**config.mk**
```make
export PLATFORM = sky130hd
export DESIGN_NAME = elevator_direction_scheduler
export DESIGN_NICKNAME = d
export VERILOG_FILES = /design/src/design/eds_pkg.sv /design/src/design/eds_in_stage.sv /design/src/design/eds_decide.sv /design/src/design/elevator_direction_scheduler.sv
export SDC_FILE = /design/constraint.sdc
export NUM_CORES = 1
export LEC_CHECK = 0
export BUFFER_PORTS_ARGS = -buffer_cell sky130_fd_sc_hd__buf_2
export CORE_ASPECT_RATIO = 1.5
export CORE_MARGIN = 3
export CORE_UTILIZATION = 55
export CTS_BUF_LIST = sky130_fd_sc_hd__clkbuf_16
export DETAILED_ROUTE_END_ITERATION = 7
export GPL_TIMING_DRIVEN = 0
export HOLD_SLACK_MARGIN = 0.15
export MAX_ROUTING_LAYER = met4
export PLACE_DENSITY = 0.91
export SLEW_MARGIN = 0
export SYNTH_ARGS = -nofsm -noshare
export SYNTH_HDL_FRONTEND = slang
export SYNTH_SLANG_ARGS = --single-unit
```
**constraint.sdc**
```tcl
create_clock -name clk -period 4.3 [get_ports clk]
set_input_delay 0.645 -clock clk [delete_from_list [all_inputs] [get_ports clk]]
set_output_delay 0.645 -clock clk [all_outputs]
set_load 0.05 [all_outputs]
```
**src/design/eds_pkg.sv**
```systemverilog
// Package for the elevator direction scheduler.
// Holds the command and direction codes, the one-hot direction state and the item types.
// No dependencies.
package eds_pkg;

    localparam int FLOOR_W = 3;
    localparam int CALL_W  = 8;
    localparam int CMD_W   = 3;
    localparam int DIR_W   = 2;

    typedef enum logic [CMD_W-1:0] {
        CMD_NONE  = 3'd0,
        CMD_UP    = 3'd1,
        CMD_DOWN  = 3'd2,
        CMD_OPEN  = 3'd3,
        CMD_CLOSE = 3'd4
    } cmd_t;

    // Direction codes as they appear on the result port
    typedef enum logic [DIR_W-1:0] {
        DIR_UP   = 2'd0,
        DIR_DOWN = 2'd1,
        DIR_IDLE = 2'd2
    } dir_code_t;

    // Travel direction state, one-hot
    typedef enum logic [2:0] {
        ST_UP   = 3'b001,
        ST_DOWN = 3'b010,
        ST_IDLE = 3'b100
    } dir_state_t;

    typedef struct packed {
        logic [FLOOR_W-1:0] floor_index;
        logic [CALL_W-1:0]  up_calls;
        logic [CALL_W-1:0]  down_calls;
        logic [CALL_W-1:0]  car_calls;
    } item_t;

    typedef struct packed {
        cmd_t       command;
        dir_state_t dir;
        logic       door_open;
    } decision_t;

    function automatic dir_code_t dir_code(input dir_state_t st);
        dir_code_t code;
        case (st)
            ST_UP:   code = DIR_UP;
            ST_DOWN: code = DIR_DOWN;
            default: code = DIR_IDLE;
        endcase
        return code;
    endfunction

endpackage

```
**src/design/eds_in_stage.sv**
```systemverilog
// Input register stage of the elevator direction scheduler.
// Captures one transaction and holds it until the decision stage takes it.
// Depends on eds_pkg.
module eds_in_stage (
    input  logic                      clk,
    input  logic                      rst_n,
    input  logic                      in_valid,
    output logic                      in_stall,
    input  logic [eds_pkg::FLOOR_W-1:0] floor_index,
    input  logic [eds_pkg::CALL_W-1:0]  up_calls,
    input  logic [eds_pkg::CALL_W-1:0]  down_calls,
    input  logic [eds_pkg::CALL_W-1:0]  car_calls,
    input  logic                      advance,
    output logic                      item_valid,
    output eds_pkg::item_t            item
);

    logic           valid_reg;
    logic           valid_next;
    logic           load;
    eds_pkg::item_t item_reg;

    assign in_stall   = valid_reg && !advance;
    assign load       = in_valid && !in_stall;
    assign valid_next = load || (valid_reg && !advance);

    always_ff @(posedge clk or negedge rst_n)
    begin
        if (!rst_n)
        begin
            valid_reg <= 1'b0;
        end
        else
        begin
            valid_reg <= valid_next;
        end
    end

    always_ff @(posedge clk)
    begin
        if (load)
        begin
            item_reg.floor_index <= floor_index;
            item_reg.up_calls    <= up_calls;
            item_reg.down_calls  <= down_calls;
            item_reg.car_calls   <= car_calls;
        end
    end

    assign item_valid = valid_reg;
    assign item       = item_reg;

endmodule

```
**src/design/eds_decide.sv**
```systemverilog
// Next-command decision of the elevator direction scheduler.
// Combinational: item plus current door and direction state in, command and next state out.
// Depends on eds_pkg.
module eds_decide #(
    parameter int NUM_FLOORS = 8
) (
    input  eds_pkg::item_t     item,
    input  eds_pkg::dir_state_t dir,
    input  logic               door_open,
    output eds_pkg::decision_t dec
);

    logic [eds_pkg::CALL_W-1:0]  all_mask;
    logic [eds_pkg::FLOOR_W-1:0] floor_c;
    logic [eds_pkg::CALL_W-1:0]  up_m;
    logic [eds_pkg::CALL_W-1:0]  dn_m;
    logic [eds_pkg::CALL_W-1:0]  car_m;
    logic [eds_pkg::CALL_W-1:0]  here;
    logic [eds_pkg::CALL_W-1:0]  below;
    logic [eds_pkg::CALL_W-1:0]  above;
    logic [eds_pkg::CALL_W-1:0]  any_m;
    logic                        calls_above;
    logic                        calls_below;

    always_comb
    begin
        for (int i = 0; i < eds_pkg::CALL_W; i++)
        begin
            all_mask[i] = (i < NUM_FLOORS);
        end
    end

    // floors past the top are taken as the top floor
    always_comb
    begin
        if (int'(item.floor_index) >= NUM_FLOORS)
        begin
            floor_c = eds_pkg::FLOOR_W'(NUM_FLOORS - 1);
        end
        else
        begin
            floor_c = item.floor_index;
        end
    end

    assign up_m        = item.up_calls & all_mask;
    assign dn_m        = item.down_calls & all_mask;
    assign car_m       = item.car_calls & all_mask;
    assign here        = eds_pkg::CALL_W'(1) << floor_c;
    assign below       = here - eds_pkg::CALL_W'(1);
    assign above       = all_mask & ~(below | here);
    assign any_m       = up_m | dn_m | car_m;
    assign calls_above = |(any_m & above);
    assign calls_below = |(any_m & below);

    always_comb
    begin
        dec.command   = eds_pkg::CMD_NONE;
        dec.dir       = dir;
        dec.door_open = door_open;
        if (door_open)
        begin
            dec.command   = eds_pkg::CMD_CLOSE;
            dec.door_open = 1'b0;
        end
        else if (|(car_m & here))
        begin
            dec.command   = eds_pkg::CMD_OPEN;
            dec.door_open = 1'b1;
        end
        else
        begin
            case (dir)
                eds_pkg::ST_UP:
                begin
                    if (|(up_m & here))
                    begin
                        dec.command   = eds_pkg::CMD_OPEN;
                        dec.door_open = 1'b1;
                    end
                    else if (calls_above)
                    begin
                        dec.command = eds_pkg::CMD_UP;
                    end
                    else if (calls_below)
                    begin
                        dec.command = eds_pkg::CMD_DOWN;
                        dec.dir     = eds_pkg::ST_DOWN;
                    end
                    else
                    begin
                        dec.dir = eds_pkg::ST_IDLE;
                    end
                end
                eds_pkg::ST_DOWN:
                begin
                    if (|(dn_m & here))
                    begin
                        dec.command   = eds_pkg::CMD_OPEN;
                        dec.door_open = 1'b1;
                    end
                    else if (calls_below)
                    begin
                        dec.command = eds_pkg::CMD_DOWN;
                    end
                    else if (calls_above)
                    begin
                        dec.command = eds_pkg::CMD_UP;
                        dec.dir     = eds_pkg::ST_UP;
                    end
                    else
                    begin
                        dec.dir = eds_pkg::ST_IDLE;
                    end
                end
                default:
                begin
                    // idle car prefers to start upward
                    if (calls_above)
                    begin
                        dec.command = eds_pkg::CMD_UP;
                        dec.dir     = eds_pkg::ST_UP;
                    end
                    else if (calls_below)
                    begin
                        dec.command = eds_pkg::CMD_DOWN;
                        dec.dir     = eds_pkg::ST_DOWN;
                    end
                    else
                    begin
                        dec.dir = eds_pkg::ST_IDLE;
                    end
                end
            endcase
        end
    end

endmodule

```
**src/design/elevator_direction_scheduler.sv**
```systemverilog
// Elevator direction scheduler, top level.
// Input register, decision logic with door and direction state, result register.
// Depends on eds_pkg, eds_in_stage, eds_decide.
//
// Usage:
//   Input channel (in_valid / in_stall): one transaction per completed car
//   action, carrying floor_index and the up, down and car call masks.
//   Result channel (out_valid / out_stall): exactly one transaction per input,
//   carrying command (none, up, down, open, close) and travel_dir after the step.
//   Path: the accepting edge loads the input register; the result register
//   then loads from the decision logic once it is empty or out_stall is low.
//   Throughput: one transaction per cycle unless out_stall holds a result; the
//   door and direction state are updated in the same cycle the result register
//   loads, so back-to-back items see each other's state in order.
//   Reset: asynchronous, active low; the car is idle with the door closed and
//   both pipeline stages are empty.
//   Stall: when out_stall holds a full result register, the input register
//   keeps its item and in_stall rises once that register is also full; nothing
//   is dropped and the held result does not change.
module elevator_direction_scheduler #(
    parameter int NUM_FLOORS = 8
) (
    input  logic                        clk,
    input  logic                        rst_n,
    input  logic                        in_valid,
    output logic                        in_stall,
    input  logic [eds_pkg::FLOOR_W-1:0] floor_index,
    input  logic [eds_pkg::CALL_W-1:0]  up_calls,
    input  logic [eds_pkg::CALL_W-1:0]  down_calls,
    input  logic [eds_pkg::CALL_W-1:0]  car_calls,
    output logic                        out_valid,
    input  logic                        out_stall,
    output logic [eds_pkg::CMD_W-1:0]   command,
    output logic [eds_pkg::DIR_W-1:0]   travel_dir
);

    logic                out_ready;
    logic                fire;
    logic                item_valid;
    eds_pkg::item_t      item;
    eds_pkg::decision_t  dec;

    eds_pkg::dir_state_t dir_reg;
    logic                door_reg;
    logic                out_valid_reg;
    logic                out_valid_next;
    eds_pkg::cmd_t       command_reg;
    eds_pkg::dir_code_t  travel_dir_reg;

    assign out_ready      = !out_valid_reg || !out_stall;
    assign fire           = item_valid && out_ready;
    assign out_valid_next = fire || (out_valid_reg && out_stall);

    eds_in_stage u_in_stage (
        .clk         (clk),
        .rst_n       (rst_n),
        .in_valid    (in_valid),
        .in_stall    (in_stall),
        .floor_index (floor_index),
        .up_calls    (up_calls),
        .down_calls  (down_calls),
        .car_calls   (car_calls),
        .advance     (out_ready),
        .item_valid  (item_valid),
        .item        (item)
    );

    eds_decide #(
        .NUM_FLOORS (NUM_FLOORS)
    ) u_decide (
        .item      (item),
        .dir       (dir_reg),
        .door_open (door_reg),
        .dec       (dec)
    );

    always_ff @(posedge clk or negedge rst_n)
    begin
        if (!rst_n)
        begin
            dir_reg       <= eds_pkg::ST_IDLE;
            door_reg      <= 1'b0;
            out_valid_reg <= 1'b0;
        end
        else
        begin
            out_valid_reg <= out_valid_next;
            if (fire)
            begin
                dir_reg  <= dec.dir;
                door_reg <= dec.door_open;
            end
        end
    end

    always_ff @(posedge clk)
    begin
        if (fire)
        begin
            command_reg    <= dec.command;
            travel_dir_reg <= eds_pkg::dir_code(dec.dir);
        end
    end

    assign out_valid  = out_valid_reg;
    assign command    = command_reg;
    assign travel_dir = travel_dir_reg;

endmodule

```
==> flow_summary.ini, run 1 <==
[clocking]
clockBufferDepth = 2
ctsHtreeMaxLevel = 2
cts_resized = 0
cts_tree = yes
hold_buffers = 0
cts_buffers = 5
path_clk_slew_ns = 0.06
clk_latency_ns = 0.28
post_cts_buffers = 0
clock-sinks = 38
cts_root_buffer = clkbuf_16

[grt]
grt_overflow = 0
use_met2 = 0.3934
antenna_found_initial = 0
grt_pass1_vias = 1505
grtUsageMet3 = 0.07664
grt_max_degree = 28
grt_util_met1 = 0.2153
grt_busiest_layer = met2
grt_pass1_wl_um = 6900
grt_usage = 0.2346

[pwr]
p_leak_nw = 0.9583
power_density_nw_per_um2 = 456.4
peakVddDrop_mv = 0.4148

[setup_path]
cp_max_fo = 10
timing.rr.start = u_in_stage.item[24]$_DFFE_PP_
critPathCaptureType = register
crit_end = travel_dir[1]$_DFFE_PP_
crit_arrival_ns = 3.56
crit_type = register to register
r2r-end = travel_dir[1]$_DFFE_PP_
worstSetupStartpoint = u_in_stage.item[24]$_DFFE_PP_
rrSetupSlack_ns = 0.77
rr_worst_depth = 14
cp.required_ns = 4.32
cp-start-kind = register

[logic_synthesis]
ys_warn_count = 0
syn_inst = 152
synth_cell_types = 39
synth_fa_ha_area_frac = 0.05016
synth_flop_cell = edfxtp_1
synthSimpleGateAreaFrac = 0.1248
synth_top_family_by_area = compound AO/OA/AOI/OAI gates
postSynth.asyncResetShare = 0.1579
synth_top_area_share = 0.4815
synth_fp_nets = 191
synth_xor_area_frac = 0.004389
syn_area_um2 = 1996
synth.largest_area_cell = edfxtp_1
synth_area_leaders = edfxtp_1, dfrtp_1, o31ai_1
synth_edf_count = 32
synth-seq-cells = 38
muxShareOfSynthArea = 0.08025
synth_commonest_cells = edfxtp_1, nand2_1, o31ai_1, ha_1
synth_seq_area_share = 0.5574
avgSynthCellArea_um2 = 13.13
synth_compound_area_frac = 0.1574
synth_most_common_cell = edfxtp_1

[placed_design]
port_buffers = 37
dp_slack_ns = 0.8240
hpwl_um = 3155
dp_cells = 231
gp_congestion = 0.9042

[sta]
min_period_ns = 3.532
tns_ns = 0
fin_crit_sh = 0.8213
worst_pin_slew_ns = 1.085
skew_ns = 0.003174
drv_slew = 0
layout_setup_ws_ns = 0.7682
hold_violations = 0
setup_viol_count_final = 0
rsz0062_at_grt = no
fmax_mhz = 283.1
slew_headroom = 0.2767

[route]
wl_per_cell_um = 17.49
wl_um = 4179
drc = 0
route.vias.total = 1486
vias_per_cell = 6.218
ant_nets = 0
dr.pass1.iters = 4
drt_iter0_markers = 73

[cells_and_area]
drive_gt1_frac = 0.2995
area_growth_pct = 20.25
antenna_cells = 0
final_cells = 239
largest_reg_flops = 27
nets = 235

[floorplanning]
core_um2 = 3448
io_pins = 38
initial_core_util = 0.5787
die_h_um = 79.78
die_width_um = 55.19
rows = 26
die-area_um2 = 4402

[flow_run]
drv_cap = 0

[outcome]
outcome = finished, final reports clean

[min_path]
hp-class = primary input to asynchronous set/reset pin
## cell usage in the layout (no fill, tap or decap), types with 2 or more instances in the layout
master / instances
mux4_1: 4
o2111ai_2: 2
or3_1: 2
mux2_2: 3
buf_2: 39
nor2b_1: 2
a21o_1: 3
inv_1: 6
buf_6: 2
ha_1: 8
o21ai_0: 3
dfrtp_1: 5
nand2_1: 19
clkbuf_16: 5
a221o_1: 2
nor2_1: 6
and2_1: 4
a21oi_1: 3
o31ai_1: 15
a211oi_2: 2
edfxtp_1: 32
nand3_1: 6
nand2b_1: 2
nor3_1: 4
## how the worst min path moves through the flow
| stage | startpoint | end | cells after the start |
|---|---|---|---|
| 2_1_floorplan | rst_n | dir_reg[0]$_DFFE_PN0P_ | 0 |
| 3_3_place_gp | u_in_stage.item_valid$_DFF_PN0_ | out_valid$_DFF_PN0_ | 1 |
| 3_5_place_dp | rst_n | door_reg$_DFFE_PN0P_ | 1 |
| 4_1_cts | rst_n | dir_reg[0]$_DFFE_PN0P_ | 1 |
| 5_1_grt | rst_n | dir_reg[0]$_DFFE_PN0P_ | 1 |
| 6_report | rst_n | dir_reg[0]$_DFFE_PN0P_ | 1 |
## worst max-delay path, stage by stage (launching register included)
cell	delay [ns]
edfxtp_1	0.34
buf_6	0.13
buf_6	0.14
nor2b_1	0.33
nand2_1	0.15
ha_1	0.24
inv_1	0.08
a21o_1	0.10
ha_1	0.23
o31ai_1	0.10
o2111ai_2	0.23
or3_1	0.42
o2111ai_2	0.29
a211oi_1	0.11
or3b_1	0.38
## through the flow
| stage | utilization | hold WS (ns) | instance area, um^2 | total power, mW |
|---|---|---|---|---|
| floorplan | - | 0.3494 | 1996 | 0.6297 |
| global placement | 0.6477 | 0.4636 | 2233 | 0.6771 |
| detailed placement | 0.6477 | 0.4770 | 2233 | 0.6893 |
| CTS | 0.6959 | 0.1762 | 2400 | 1.100 |
| global route | 0.6959 | 0.1799 | 2400 | 1.142 |
| finish | 0.6959 | 0.1730 | 2400 | 1.095 |
## area by class of cell
| cell class | count | area [um^2] |
|---|---|---|
| well taps | 42 | 52.55 |
| clock buffers | 5 | 125.1 |
| multi-input cells | 105 | 832.0 |
| flip-flops and latches | 38 | 1112 |
| fillers | 259 | 1049 |
| inverters | 5 | 18.77 |
| repair buffers | 37 | 185.2 |
| plain buffers | 4 | 32.53 |
| clock inverters | 3 | 41.29 |
## cell families (layout without fill, tap and decap cells)
kind of cell               Yosys count  count (layout)
and+or+nand+nor                     50              50
xor gates and xnor gates             1               1
adders and majority gates            8               8
DFF                                 38              38
buffers and inverters                9              54
muxes                                9               9
AOI/OAI and AO/OA                   37              37
## power breakdown
| group | leakage (nW) | switching (mW) | total (mW) | internal, mW |
|---|---|---|---|---|
| Sequential | 0.378 | 0.0309 | 0.477 | 0.446 |
| Combinational | 0.499 | 0.131 | 0.210 | 0.0793 |
| Clock | 0.0812 | 0.138 | 0.409 | 0.271 |
| Total | 0.958 | 0.299 | 1.10 | 0.796 |
## routing by layer
| layer | wire [um] | share of wire |
|---|---|---|
| met2 | 2409 | 0.58 |
| met4 | 237 | 0.057 |
| met1 | 1306 | 0.31 |
| met3 | 225 | 0.054 |
| met5 | 0 | 0 |
Note: power is estimated with default switching activity, not from simulation.
==> run 2, diff against run 1 <==
Clock period 4.3 ns to 3.7 ns, I/O delays scaled along.
==> flow_summary.ini, run 2 (synthesis results as in run 1) <==
[route]
drt_iter0_markers = 69
drc = 0
wl_um = 4207
dr.pass1.iters = 4
vias_per_cell = 6.213
wl_per_cell_um = 17.53
route.vias.total = 1491
ant_nets = 0

[placed_design]
gp_congestion = 0.9042
hpwl_um = 3155
port_buffers = 37

[sta]
whs_ns = 0.4428
worst_pin_slew_ns = 1.087
hold_violations = 0
slew_headroom = 0.2750
drv_slew = 0
tns_ns = 0
setup_viol_count_final = 0
fmax_mhz = 291.2
fin_crit_sh = 0.9280
skew_ns = 0.004018
rsz0062_at_grt = no
min_period_ns = 3.434

[setup_path]
rr_worst_depth = 14
timing.rr.start = u_in_stage.item[24]$_DFFE_PP_
rrSetupSlack_ns = 0.27
crit_type = register to register
cp.required_ns = 3.73
cp-start-kind = register
crit_arrival_ns = 3.46
cp_max_fo = 10
crit_end = travel_dir[1]$_DFFE_PP_
worstSetupStartpoint = u_in_stage.item[24]$_DFFE_PP_
r2r-end = travel_dir[1]$_DFFE_PP_
critPathCaptureType = register

[clocking]
clk_latency_ns = 0.28
cts_tree = yes
post_cts_buffers = 0
ctsHtreeMaxLevel = 2
clock-sinks = 38
path_clk_slew_ns = 0.06
cts_buffers = 5
clockBufferDepth = 2
cts_root_buffer = clkbuf_16

[outcome]
outcome = finished, final reports clean

[cells_and_area]
mostFrequentLayoutCell = buf_2
nets = 236
n_fill_cell = 257
area_growth_pct = 20.88
drive_gt1_frac = 0.3030
antenna_cells = 0
mostFrequentLayoutCells = buf_2, edfxtp_1, nand2_1
largest_reg_flops = 27

[grt]
grt_usage = 0.2346
grt_pass1_wl_um = 6900
grt_pass1_vias = 1505
antenna_found_initial = 0
grt_max_degree = 28
grt_overflow = 0

[pwr]
peakVddDrop_mv = 0.4830
power_density_nw_per_um2 = 529.1
p_leak_nw = 0.9635

[flow_run]
drv_cap = 0

[floorplanning]
die_width_um = 55.19
rows = 26
core_um2 = 3448
io_pins = 38
die_h_um = 79.78
die-area_um2 = 4402
initial_core_util = 0.5787

[min_path]
hold_path_startpoint = car_calls[2]
hp-class = primary input to register
-- run 2: power breakdown --
group	total [mW]	switching, mW	internal, mW
sequential	0.554	0.0359	0.518
combinational	0.245	0.152	0.0930
clock	0.477	0.162	0.315
total	1.28	0.350	0.926
-- run 2: cell type report --
type / count / area (um^2) / area share
multi-input combinational: 105 / 834.6 / 0.3460
timing repair buffer: 38 / 195.2 / 0.08091
sequential: 38 / 1112 / 0.4611
clock buffer: 5 / 125.1 / 0.05187
clock inverter: 3 / 41.29 / 0.01712
tap: 42 / 52.55 / 0.02178
buffer: 4 / 32.53 / 0.01349
inverter: 5 / 18.77 / 0.007780
-- run 2: repair_timing --
action                                  CTS  global route
hold buffers                              1             0
endpoints found under the hold margin     5             0
endpoints found under the setup margin    0             1
gates resized for setup                   0             1
-- run 2: routing by layer --
| metal | up-vias | share of wire | track usage |
|---|---|---|---|
| met2 | 72 | 0.58 | 0.3934 |
| met5 | - | 0 | - |
| met3 | 21 | 0.057 | 0.07664 |
| met4 | 0 | 0.043 | 0.1509 |
| met1 | 710 | 0.32 | 0.2153 |
| li1 | 688 | - | - |
-- run 2: critical path, cell delays in order (launching register included) --
cell and delay (ns):
edfxtp_1 0.38, buf_6 0.15, buf_6 0.13, nor2b_2 0.19, nand2_1 0.12, ha_1 0.18, inv_1 0.06, a21o_1 0.16
ha_1 0.27, o31ai_1 0.10, o2111ai_2 0.23, or3_1 0.42, o2111ai_2 0.28, a211oi_1 0.11, or3b_1 0.37
-- run 2: how the worst min path moves through the flow --
stage                                                to  slack [ns]  depth (start not counted)
after global placement             door_reg$_DFFE_PN0P_        0.39                          1
after global routing       u_in_stage.item[2]$_DFFE_PP_        0.44                          1
after detailed placement           door_reg$_DFFE_PN0P_        0.39                          1
after CTS                 u_in_stage.item[23]$_DFFE_PP_        0.44                          1
after floorplan                  dir_reg[0]$_DFFE_PN0P_        0.26                          0
final                      u_in_stage.item[2]$_DFFE_PP_        0.44                          1
-- run 2: stage by stage --
stage / power (mW) / utilization / cells / worst slack (ns) / cell area, um^2
finish: 1.276 / 0.6996 / 240 / 0.2665 / 2412
global placement: 0.7869 / 0.6477 / 231 / 0.3566 / 2233
CTS: 1.279 / 0.6988 / 240 / 0.1873 / 2410
global route: 1.329 / 0.6996 / 240 / 0.07974 / 2412
detailed placement: 0.8010 / 0.6477 / 231 / 0.2240 / 2233
floorplan: 0.7319 / - / 152 / 0.6629 / 1996
==> run 3, diff against run 2 <==
Settings changed: REMOVE_ABC_BUFFERS set to 1.
==> flow_summary.ini, run 3 (synthesis results as in run 1) <==
[flow_run]
drv_cap = 0

[sta]
rsz0062_at_grt = no
hold_violations = 0
min_period_ns = 3.541
drv_slew = 0
tns_ns = 0
worst_pin_slew_ns = 1.096
setup_viol_count_final = 0
slew_headroom = 0.2691
fmax_mhz = 282.4
skew_ns = 0.001232
fin_crit_sh = 0.9571
whs_ns = 0.4462

[route]
ant_nets = 0
drc = 0
dr.pass1.iters = 4
dr_wl_met2_um = 2300
wl_per_cell_um = 17.18
route.vias.total = 1487
dr_wl_met3_um = 254
drt_iter0_markers = 75
top_layer = met4
wl_um = 4140
vias_per_cell = 6.170
m1WireLength_um = 1364

[clocking]
clockBufferDepth = 2
clk_latency_ns = 0.28
cts_buffers = 5
cts_root_buffer = clkbuf_16
clock-sinks = 38
ctsHtreeMaxLevel = 2
path_clk_slew_ns = 0.06
cts_tree = yes

[floorplanning]
rows = 26
die-area_um2 = 4402
core_um2 = 3448
initial_core_util = 0.5787
die_h_um = 79.78
io_pins = 38
die_width_um = 55.19

[setup_path]
crit_arrival_ns = 3.58
crit_type = register to register
critPathCaptureType = register
cp_max_fo = 13
cp_cell_sequence = inv_1 > nand2_1 > ha_1 > inv_1 > a21o_1 > ha_1 > o31ai_1 > o2111ai_2 > or3_1 > nor4_1 > mux2_1 > nor3_1
path_buf_inv = 2
cp.required_ns = 3.74
crit_family = simple AND/OR/NAND/NOR gates
slowest_delay_ns = 0.66
cp-start-kind = register
critPathSlowestCell = edfxtp_1

[grt]
antenna_found_initial = 0
grt_max_degree = 28
grt_usage = 0.2108
grt_pass1_wl_um = 6389
grt_overflow = 0
grt_pass1_vias = 1513

[cells_and_area]
antenna_cells = 0
mostFrequentLayoutCell = buf_2
nets = 237
largest_reg_flops = 27
mostFrequentLayoutCells = buf_2, edfxtp_1, nand2_1
area_growth_pct = 21.13
drive_gt1_frac = 0.3065

[pwr]
peakVddDrop_mv = 0.4059
power_density_nw_per_um2 = 527.9
p_leak_nw = 0.9675

[min_path]
hp-class = primary input to register

[placed_design]
gp_congestion = 0.9150
port_buffers = 37
hpwl_um = 2988

[outcome]
outcome = finished, final reports clean
[run 3: cell types whose count changed in the layout (fill, tap and decap cells not counted)]
cell / previous run / this run
buf_4: 0 / 5
buf_2: 39 / 37
buf_6: 2 / 0
[run 3: power by group]
part | leakage (nW) | switching, mW | internal, mW
combinational | 0.509 | 0.146 | 0.0932
clock | 0.0812 | 0.161 | 0.315
sequential | 0.378 | 0.0423 | 0.518
[run 3: per-layer routing]
metal,GRT usage,vias up
li1,-,687
met1,0.1935,703
met2,0.3685,70
met3,0.06355,27
met4,0.1119,0
met5,-,-
[run 3: final timing paths]
kind / depth (start not counted) / end / slack, ns / start
setup / recovery: 12 / travel_dir[0]$_DFFE_PP_ / 0.16 / u_in_stage.item[26]$_DFFE_PP_
hold reg to reg: 1 / out_valid$_DFF_PN0_ / 0.51 / u_in_stage.item_valid$_DFF_PN0_
min in group asynchronous: 2 / u_in_stage.item_valid$_DFF_PN0_ / 0.62 / rst_n
setup reg to reg: 12 / travel_dir[0]$_DFFE_PP_ / 0.16 / u_in_stage.item[26]$_DFFE_PP_
max in group asynchronous: 2 / dir_reg[2]$_DFFE_PN1P_ / 2.87 / rst_n
hold / removal: 1 / u_in_stage.item[19]$_DFFE_PP_ / 0.45 / up_calls[3]
[run 3: area by class of cell]
cell class | instances | area, um^2
Inverter | 5 | 18.77
Sequential cell | 38 | 1112
Multi-Input combinational cell | 105 | 834.6
Fill cell | 258 | 1031
Clock inverter | 3 | 41.29
Timing Repair Buffer | 43 | 232.7
Tap cell | 42 | 52.55
Clock buffer | 5 | 125.1
[run 3: stage by stage]
stage | cell area, um^2 | instances | total power, mW | worst slack [ns] | util
2_1_floorplan | 1963 | 148 | 0.7280 | 0.6370 | -
3_3_place_gp | 2201 | 227 | 0.7852 | 0.2399 | 0.6382
3_5_place_dp | 2201 | 227 | 0.7953 | 0.1548 | 0.6382
4_1_cts | 2377 | 236 | 1.272 | 0.1246 | 0.6894
5_1_grt | 2417 | 241 | 1.322 | 0.03173 | 0.7010
6_report | 2417 | 241 | 1.276 | 0.1588 | 0.7010
[run 3: repair_timing]
action,in CTS,in global routing
hold buffers,1,0
setup endpoints to repair,0,2
setup buffers,0,5
resized for setup,0,1
hold endpoints to repair,5,0
